[config.mk]
export PLATFORM = sky130hd
export DESIGN_NAME = tles_queue
export DESIGN_NICKNAME = d
export VERILOG_FILES = /design/src/sv/triangle_laplace_element_stiffness_top_defines.svh /design/src/sv/tles_pkg.sv /design/src/sv/tles_queue.sv
export SDC_FILE = /design/constraint.sdc
export NUM_CORES = 1
export LEC_CHECK = 0
export BUFFER_PORTS_ARGS = -buffer_cell sky130_fd_sc_hd__clkbuf_2
export CAP_MARGIN = 30
export CORE_AREA = 2 2 290 292
export DETAILED_ROUTE_END_ITERATION = 7
export DIE_AREA = 0 0 292 294
export PLACE_DENSITY = 0.58
export SETUP_SLACK_MARGIN = 0.5
export SLEW_MARGIN = 0
export SYNTH_ARGS = -nofsm -noshare
export SYNTH_HDL_FRONTEND = slang
export SYNTH_SLANG_ARGS = --single-unit
[constraint.sdc]
create_clock -name clk -period 22.3 [get_ports clk]
set_clock_uncertainty 0.1 [all_clocks]
set_input_delay 0 -clock clk [delete_from_list [all_inputs] [get_ports clk]]
set_output_delay 0 -clock clk [all_outputs]
set_load 0.01 [all_outputs]
[src/sv/triangle_laplace_element_stiffness_top_defines.svh]
// Assertion macros shared by the element stiffness RTL.
`ifndef TRIANGLE_LAPLACE_ELEMENT_STIFFNESS_TOP_DEFINES_SVH
`define TRIANGLE_LAPLACE_ELEMENT_STIFFNESS_TOP_DEFINES_SVH

// Same-cycle implication, checked outside reset.
`define TLES_IMPLY(lbl, ante, cons, msg) \
  lbl: assert property (@(posedge clk) disable iff (rst) (ante) |-> (cons)) else $error(msg);

// Next-cycle implication, checked outside reset.
`define TLES_NEXT(lbl, ante, cons, msg) \
  lbl: assert property (@(posedge clk) disable iff (rst) (ante) |=> (cons)) else $error(msg);

`endif

[src/sv/tles_pkg.sv]
// Types and constants shared by the element stiffness block.
package tles_pkg;

  localparam int NODE_BITS = 24;
  localparam int COORD_W   = 32;
  localparam int DIFF_W    = 33;   // coordinate difference
  localparam int PROD_W    = 66;   // product of two differences
  localparam int DOT_W     = 67;   // sum or difference of two products
  localparam int KSUM_W    = 34;   // sum of three conductivities
  localparam int DEN_W     = 70;   // 6 * |twice area|
  localparam int ACC_W     = 101;  // |dot| * ksum
  localparam int QUOT_W    = 64;
  localparam int QCNT_W    = 2;    // queue fill count
  localparam int QDEPTH    = 2;

  typedef struct packed {
    logic [NODE_BITS-1:0] node_a;
    logic [NODE_BITS-1:0] node_b;
    logic [NODE_BITS-1:0] node_c;
    logic signed [COORD_W-1:0] xa;
    logic signed [COORD_W-1:0] ya;
    logic signed [COORD_W-1:0] xb;
    logic signed [COORD_W-1:0] yb;
    logic signed [COORD_W-1:0] xc;
    logic signed [COORD_W-1:0] yc;
    logic [COORD_W-1:0] cond_a;
    logic [COORD_W-1:0] cond_b;
    logic [COORD_W-1:0] cond_c;
  } in_t;

  typedef struct packed {
    logic [NODE_BITS-1:0] row_node;
    logic [NODE_BITS-1:0] col_node;
    logic signed [63:0]   entry_value;
    logic                 degenerate;
    logic                 last_entry;
  } out_t;

  // One classified element waiting for the back end.
  typedef struct packed {
    logic [2:0][NODE_BITS-1:0] node;
    logic [2:0][DIFF_W-1:0]    nx;
    logic [2:0][DIFF_W-1:0]    ny;
    logic [KSUM_W-1:0]         ksum;
    logic [DEN_W-1:0]          den;
    logic                      degen;
  } work_t;

endpackage

[src/sv/tles_queue.sv]
// Two-entry queue between front and back ends.
module tles_queue (
  input  logic            clk,
  input  logic            rst,
  input  logic            push,
  input  tles_pkg::work_t push_data,
  output logic            full,
  input  logic            pop,
  output logic            head_valid,
  output tles_pkg::work_t head
);

  tles_pkg::work_t            mem [tles_pkg::QDEPTH];
  logic                       wptr, rptr;
  logic [tles_pkg::QCNT_W-1:0] cnt;

  assign full       = (cnt == tles_pkg::QCNT_W'(tles_pkg::QDEPTH));
  assign head_valid = (cnt != '0);
  assign head       = mem[rptr];

  always_ff @(posedge clk) begin
    if (rst) begin
      wptr <= 1'b0;
      rptr <= 1'b0;
      cnt  <= '0;
    end else begin
      if (push) wptr <= !wptr;
      if (pop)  rptr <= !rptr;
      unique case ({push, pop})
        2'b10:   cnt <= cnt + 1'b1;
        2'b01:   cnt <= cnt - 1'b1;
        default: ;
      endcase
    end
  end

  always_ff @(posedge clk) begin
    if (push) mem[wptr] <= push_data;
  end

endmodule

Word-level counts from Yosys, hierarchy flattened
Memories as Yosys holds them, arrays and structs flattened. A register that Yosys moved wholly into a read port is not among the register bits.
Index checks and enable logic that the tools add are counted.
{"block": "word_totals", "ram_bits": 750, "register_bits": 4, "wordCells": 18, "out_inout_bits": 377, "mem_count": 1, "in_bits": 379}
{"block": "op_classes", "n_eq_ne": 3, "mux": 5, "n_reduce_logical": 4, "add_sub_neg": 2}
{"memory": "mem", "words": 2, "width": 375, "read_ports": 1, "rd_clocked_by_memory_dff": 1, "write_ports": 1, "line": "tles_queue.sv:13", "rtl": "tles_pkg::work_t mem [tles_pkg::QDEPTH];"}
{"operator": "$eq 2x2->1 const B", "count": 2}
{"operator": "$mux 1", "count": 4}
{"operator": "$pmux 2 s2", "count": 1}
{"operator": "$reduce_bool 2->1", "count": 2}
{"operator": "$add 2x1->2 const B", "count": 1}
{"operator": "$eq 2x1->1 const B", "count": 1}
{"operator": "$logic_not 1->1", "count": 2}
{"operator": "$sub 2x1->2 const B", "count": 1}

Longest topological paths before layout
Gate-level depths: netlist (run 1).
{"block": "logic_depth", "word_depth": 3, "mapped_depth": 5, "depth_no_buf": 5}

Worst setup path before layout (run 1)
No wires, ideal clock.
{"block": "synth_timing", "kind": "register to register", "start": "register wptr", "end": "memory mem[0][0] in the netlist's numbering, enable pin", "t_arrival_ps": 15834, "required_ps": 21069, "slack_ps": 5235, "synth_period_minus_slack_ps": 17065, "path_stages_with_launch": 2, "n_path_buf": 0, "setup_time_ps": 1131, "path_cell_list": "dfxtp_1 > nor2_1"}
{"element": "start: declaration", "line": "tles_queue.sv:14", "rtl": "logic wptr, rptr;"}
{"element": "start signal: assignment", "line": "tles_queue.sv:27", "rtl": "if (push) wptr <= !wptr;"}
{"element": "end: declaration", "line": "tles_queue.sv:13"}
No word-level cell before the write port.

Worst setup path in the final report (run 1)
{"block": "layout_timing", "start": "register wptr", "end": "memory mem[1][302] in the netlist's numbering, enable pin"}
No word-level cell before the write port.

==> results of run 1 <==
==> Yosys cell counts (all sizes together) <==
| master | number | area, sq um |
|---|---|---|
| a21oi | 1 | 5.000 |
| and2 | 1 | 6.260 |
| buf | 42 | 460.4 |
| dfxtp | 5 | 100.1 |
| edfxtp | 750 | 22520 |
| ha | 1 | 12.51 |
| inv | 1 | 3.750 |
| mux2 | 375 | 4335 |
| nor2 | 5 | 18.77 |
| nor2b | 1 | 6.260 |
| o21ai | 1 | 5.000 |
| or2 | 1 | 6.260 |
| or3 | 1 | 6.260 |
| xnor2 | 3 | 26.28 |
| xor2 | 1 | 8.760 |
==> worst reg2reg max path, delay by kind of cell, from the launching register on <==
kind,cells,cell delay (ns)
buf+inv,5,2.13
flops,1,0.41
simple gates,1,0.65
==> metrics by stage <==
stage / util [%] / instances / total power [mW]
floorplan: - / 1189 / 1.947
global placement: 39.00 / 2995 / 2.059
detailed placement: 39.13 / 2999 / 2.071
CTS: 49.47 / 3737 / 3.482
global route: 49.63 / 3747 / 3.575
finish: 49.63 / 3750 / 3.450
==> report_power, final <==
group	switching, mW	internal [mW]
clock network	0.551	0.770
logic	0.223	0.227
registers	0.0192	1.66
total	0.794	2.66
==> layer usage <==
layer | vias up | share of wire [%] | GRT usage [%]
li1 | 7636 | - | -
met1 | 8350 | 36 | 17.06
met2 | 624 | 53 | 28.97
met3 | 194 | 6.8 | 4.721
met4 | 6 | 4.7 | 8.361
met5 | - | 0.064 | 0
==> flip-flops by register name, indices dropped and copies added (netlist names), named ones only <==
| register | cells |
|---|---|
| cnt | 2 |
| rptr | 1 |
| mem | 750 |
| wptr | 1 |
==> timing repair <==
action,in CTS,in global routing
setup endpoints to repair,0,0
setup buffers,0,0
hold buffers,594,4
endpoints found under the hold margin,763,8
==> cells by family after synthesis <==
family | share of synthesized area, %
mux | 15.75
flops | 82.19
compound gates | 0.03633
simple gates | 0.1592
fa+ha+maj | 0.04545
buf+inv | 1.687
xor+xnor | 0.1273
==> final timing paths <==
| path | end | slack [ns] | depth (start not counted) |
|---|---|---|---|
| worst max-delay path | mem[1][302]$_DFFE_PP_ | 18.57 | 6 |
| worst min-delay path | mem[0][300]$_DFFE_PP_ | 0.01 | 2 |
| worst max register to register | mem[1][302]$_DFFE_PP_ | 18.57 | 6 |
| worst min register to register | cnt[1]$_SDFFE_PP0P_ | 0.41 | 2 |
==> area by class of cell <==
type	instances	area share, %
flip-flops and latches	755	54.99
inverters	1	0.009123
multi-input cells	391	10.81
repair buffers	1373	24.50
diodes	6	0.03649
well taps	1080	3.284
clock inverters	40	1.134
clock buffers	104	5.237
==> summary.md, run 1 <==
| Metric | Value |
|---|---|
| Area Growth Syn to Fin | `49.49%` |
| GR Overflow Total | `0` |
| Worst-Margin Slew | `1.223 ns` |
| Total GRT Usage | `16.10%` |
| Arr. time, crit path | `3.89 ns` |
| Clk_lat worst skew | `0.62 ns` |
| Synthesized area | `27520 sq um` |
| Maxcap violations | `0` |
| Clock tree from TritonCTS | `yes` |
| Die width | `292 um` |
| Register area | `22630 sq um` |
| Antenna violations before repair | `7` |
| GP Congestion | `0.8125` |
| Drt drc | `0` |
| CP required | `22.46 ns` |
| Final WS setup | `18.57 ns` |
| Leak | `15.69 nW` |
| Sink Count | `755` |
| Most frequent cells in the layout | `755 x clkbuf_2, 750 x edfxtp_1, 598 x dlygate4sd3_1` |
| CTS root buffer | `clkbuf_16` |
| Status | `finished, final reports clean` |
| Crit path launch type | `flop` |
| Worst Setup SP | `wptr$_SDFFE_PP0P_` |
| Achievable Freq | `0.2684 GHz` |
| Initial core utilization | `33.20%` |
| Fin Setup TNS | `0 ns` |
| Synth Warn # | `0` |
| Avg Inst Size Synth | `23.15 sq um` |
| Multi-input gate area | `4447 sq um` |
| Min Clock Period, post-route | `3.726 ns` |
| RSZ-0062 raised after global routing | `false` |
| WL per Instance | `19.20 um` |
| Worst stage delay on the critical path | `0.65 ns` |
| HP Start | `push_data[300]` |
| Final setup fails | `0` |
| Die height | `294 um` |
| Port buffer count | `755` |
| Fillers | `6732` |
| Fin crit share | `16.71%` |
| CTS H-tree lvls | `3` |
| Syn_nets | `1569` |
| Placed cell area | `32440 sq um` |
| R2r startpoint | `wptr$_SDFFE_PP0P_` |
| Max_slew headroom | `18.45%` |
| Pre-CTS setup slack | `18.28 ns` |
| Hold WC Path Type | `input pin to flop` |
| Fin. Hold Viols | `0` |
| IO Count | `756` |
| Family with the most delay on the worst path | `buffers and inverters` |
| Max Root-Sink Buffers | `3` |
| CTS buffer count | `82` |
| Clock Pin Slew Worst Setup and Hold Paths | `0.06 ns` |
| Cell mode on critical path | `buf_4` |
| Critical path buffer and inverter count | `5` |
| Pin count of the biggest net entering global routing | `183` |
| Post-CTS Resized | `0` |
| Final WL | `71.99 mm` |
| Row count | `106` |
| Layout cells sized above 1 | `47.41%` |
| Drt via density | `4.483` |
| Critical path endpoint category | `flop` |
| CP cell instances | `and2_4, buf_4, buf_16, buf_4, buf_4, buf_16` |
| Post-route cell area | `41140 sq um` |
| CP max stage cell | `and2_4` |
| Synth cell types | `18` |
| Core area | `82890 sq um` |
| Die ar. | `85850 sq um` |
| Pwr dens | `83.86 nW/um^2` |
| Post-route ant nets | `0` |
| Drt pass-1 iters | `5` |
| Iter 0 DRT Violations | `806` |
| Via count | `16810` |
| Worst hold slack | `0.01059 ns` |
| Crit path kind | `flop to flop` |
| Most common cell after layout, fill and taps aside | `clkbuf_2` |
| Maximum VDD drop | `0.07576 mV` |
| Post-synthesis sequential area ratio | `82.19%` |
| Syn Inst Count | `1189` |
| First-pass GRT wire length | `105.9 mm` |
| Flops & latches, synth | `755` |
| Final nets | `2984` |
| Max-slew violation count | `0` |
| Worst-path maximum fanout | `68` |
| Vias in the first global route | `18206` |
| DPL Wire Length | `45.90 mm` |
(Power assumes the default switching activity.)
==> run 2: changes to the inputs <==
- clock period: 22.3 -> 3.7 ns (I/O delays scaled with it)
==> run 2 against run 1 <==
Net effect: sequential power increased to 6.0 times the previous value; register-to-register slack lost 17 ns; die area did not move; count of clock-buffer cells in the layout is 12 lower; clock power increased to 6.1 times the previous value; routed wire length rose by 3.5%; first-iteration DRC count is 7.1% lower; global-route usage is 0.55 points higher; critical path depth is 2 lower; non-clock buffer count fell by 24; core utilization fell by 0.20 points.
==> summary.md, run 2 (synthesis results as in run 1) <==
| Metric | Value |
|---|---|
| CP required | `3.60 ns (-18.86 ns)` |
| Max Root-Sink Buffers | `3 (unchanged)` |
| Drt via density | `4.486 (about the same)` |
| Critical path endpoint category | `primary output` |
| Fillers | `6744 (+0.18%)` |
| Most common cell after layout, fill and taps aside | `clkbuf_2` |
| Die ar. | `85850 sq um (unchanged)` |
| Gr busiest metal | `met2` |
| Final WL | `74.54 mm (+3.5%)` |
| Die width | `292 um (unchanged)` |
| Fin. Hold Viols | `0 (unchanged)` |
| Pwr dens | `510.6 nW/um^2 (+510%)` |
| Antenna violations before repair | `5 (-2)` |
| GR Overflow Total | `0 (unchanged)` |
| Hold WC Path Type | `input pin to flop` |
| Worst-Margin Slew | `0.8553 ns (-0.3680 ns)` |
| CTS H-tree lvls | `3 (unchanged)` |
| Row count | `106 (unchanged)` |
| Sink Count | `755 (unchanged)` |
| Maxcap violations | `0 (unchanged)` |
| Maximum VDD drop | `0.5039 mV (+570%)` |
| RSZ-0062 raised after global routing | `false` |
| Port buffer count | `755 (unchanged)` |
| Worst-path maximum fanout | `50 (-26%)` |
| Clock Pin Slew Worst Setup and Hold Paths | `0.06 ns (about the same)` |
| HP Start | `push_data[135]` |
| Clock tree from TritonCTS | `yes` |
| Final setup fails | `0 (unchanged)` |
| Fin Setup TNS | `0 ns (unchanged)` |
| Achievable Freq | `0.3976 GHz` |
| Most frequent cells in the layout | `755 x clkbuf_2, 750 x edfxtp_1, 553 x dlygate4sd3_1` |
| Met3 Resource Use GR | `3.852% (-0.87 points)` |
| Multi-input gate area | `4447 sq um (unchanged)` |
| DPL Wire Length | `50.10 mm (+9.2%)` |
| Max_slew headroom | `42.98% (+25 points)` |
| Routing usage on met1 | `17.56% (+0.50 points)` |
| Min Clock Period, post-route | `2.515 ns` |
| Register area | `22630 sq um (about the same)` |
| Crit path kind | `flop to primary output` |
| CTS root buffer | `clkbuf_16` |
| Post-Layout Cell Count | `3728 (-0.59%)` |
| Final nets | `2959 (-0.84%)` |
| Layout cells sized above 1 | `48.79% (+1.4 points)` |
| Vias in the first global route | `18346 (+0.77%)` |
| Total GRT Usage | `16.65% (+0.55 points)` |
| IO Count | `756 (unchanged)` |
| Post-route cell area | `40980 sq um (-0.40%)` |
| Largest register FFs | `750 (unchanged)` |
| CTS buffer count | `81 (-1.2%)` |
| Status | `finished, final reports clean` |
| Final WS setup | `1.185 ns (-17.39 ns)` |
| Clk_lat worst skew | `0.59 ns (-0.03 ns)` |
| Post-route ant nets | `0 (unchanged)` |
| Worst hold slack | `0.02708 ns (+0.01649 ns)` |
| Initial core utilization | `33.20% (unchanged)` |
| Crit path launch type | `flop` |
| Met2 Use GR | `30.86% (+1.9 points)` |
| WL per Instance | `19.99 um (+4.1%)` |
| Via count | `16722 (-0.52%)` |
| Final Core Density | `49.44% (-0.20 points)` |
| Fin crit share | `67.98%` |
| Iter 0 DRT Violations | `749 (-7.1%)` |
| Pin count of the biggest net entering global routing | `95 (-48%)` |
| Leak | `15.67 nW (-0.15%)` |
| Arr. time, crit path | `2.42 ns (-1.47 ns)` |
| Drt pass-1 iters | `5 (unchanged)` |
| Most flops, register | `mem` |
| Drt drc | `0 (unchanged)` |
| First-pass GRT wire length | `108.3 mm (+2.3%)` |
| Pre-CTS setup slack | `1.623 ns (-16.65 ns)` |
| GP Congestion | `0.8606 (+5.9%)` |
| R2r startpoint | `wptr$_SDFFE_PP0P_` |
| Placed cell area | `32730 sq um (+0.91%)` |
| Core area | `82890 sq um (unchanged)` |
| Total Power | `20.92 mW (+510%)` |
| Area Growth Syn to Fin | `48.89%` |
| DP Cell Count | `3022 (+0.77%)` |
| Largest registers | `mem (750), cnt (2)` |
| Max-slew violation count | `0 (unchanged)` |
| Die height | `294 um (unchanged)` |
run 2: cell count changes in the layout (fill, tap and decap cells not counted), sizes merged:
cell | previous run | this run
clkbuf | 859 | 847
clkinvlp | 5 | 2
buf | 20 | 41
dlygate4sd3 | 598 | 553
clkinv | 25 | 39
inv | 4 | 6
bufinv | 7 | 8
run 2: cell type report:
class	instances	share of cell area [%]
tap	1080	3.298
inverter	1	0.009160
antenna	6	0.03664
timing repair buffer	1349	24.06
clock buffer	92	5.151
sequential	755	55.22
clock inverter	54	1.377
multi-input combinational	391	10.85
run 2: repair_timing:
item                                    CTS  global route
buffers inserted                          0             0
endpoints found under the hold margin   763             7
endpoints found under the setup margin    0             0
gates resized for setup                   0             0
hold buffers                            549             4
run 2: report_power, final:
group / internal [mW] / switching [mW] / total [mW]
logic: 1.38 / 1.35 / 2.73
registers: 9.99 / 0.137 / 10.1
clock network: 4.70 / 3.36 / 8.07
total: 16.1 / 4.85 / 20.9
run 2: worst paths after layout:
check | slack, ns | depth (start not counted) | to
max | 1.18 | 4 | head[298]
min | 0.03 | 2 | mem[1][135]$_DFFE_PP_
max reg2reg | 1.72 | 2 | mem[1][258]$_DFFE_PP_
min reg2reg | 0.42 | 2 | cnt[1]$_SDFFE_PP0P_
run 2: worst max-delay path, cell delays in order (launching register included):
cell	delay [ns]
dfxtp_4	0.62
buf_12	0.28
buf_12	0.31
mux2_2	0.39
clkbuf_2	0.14
run 2: routing by layer:
layer	vias up	part of all wire, %
li1	7582	-
met1	8371	36
met2	576	54
met3	191	5.4
met4	2	5.0
met5	-	0.011
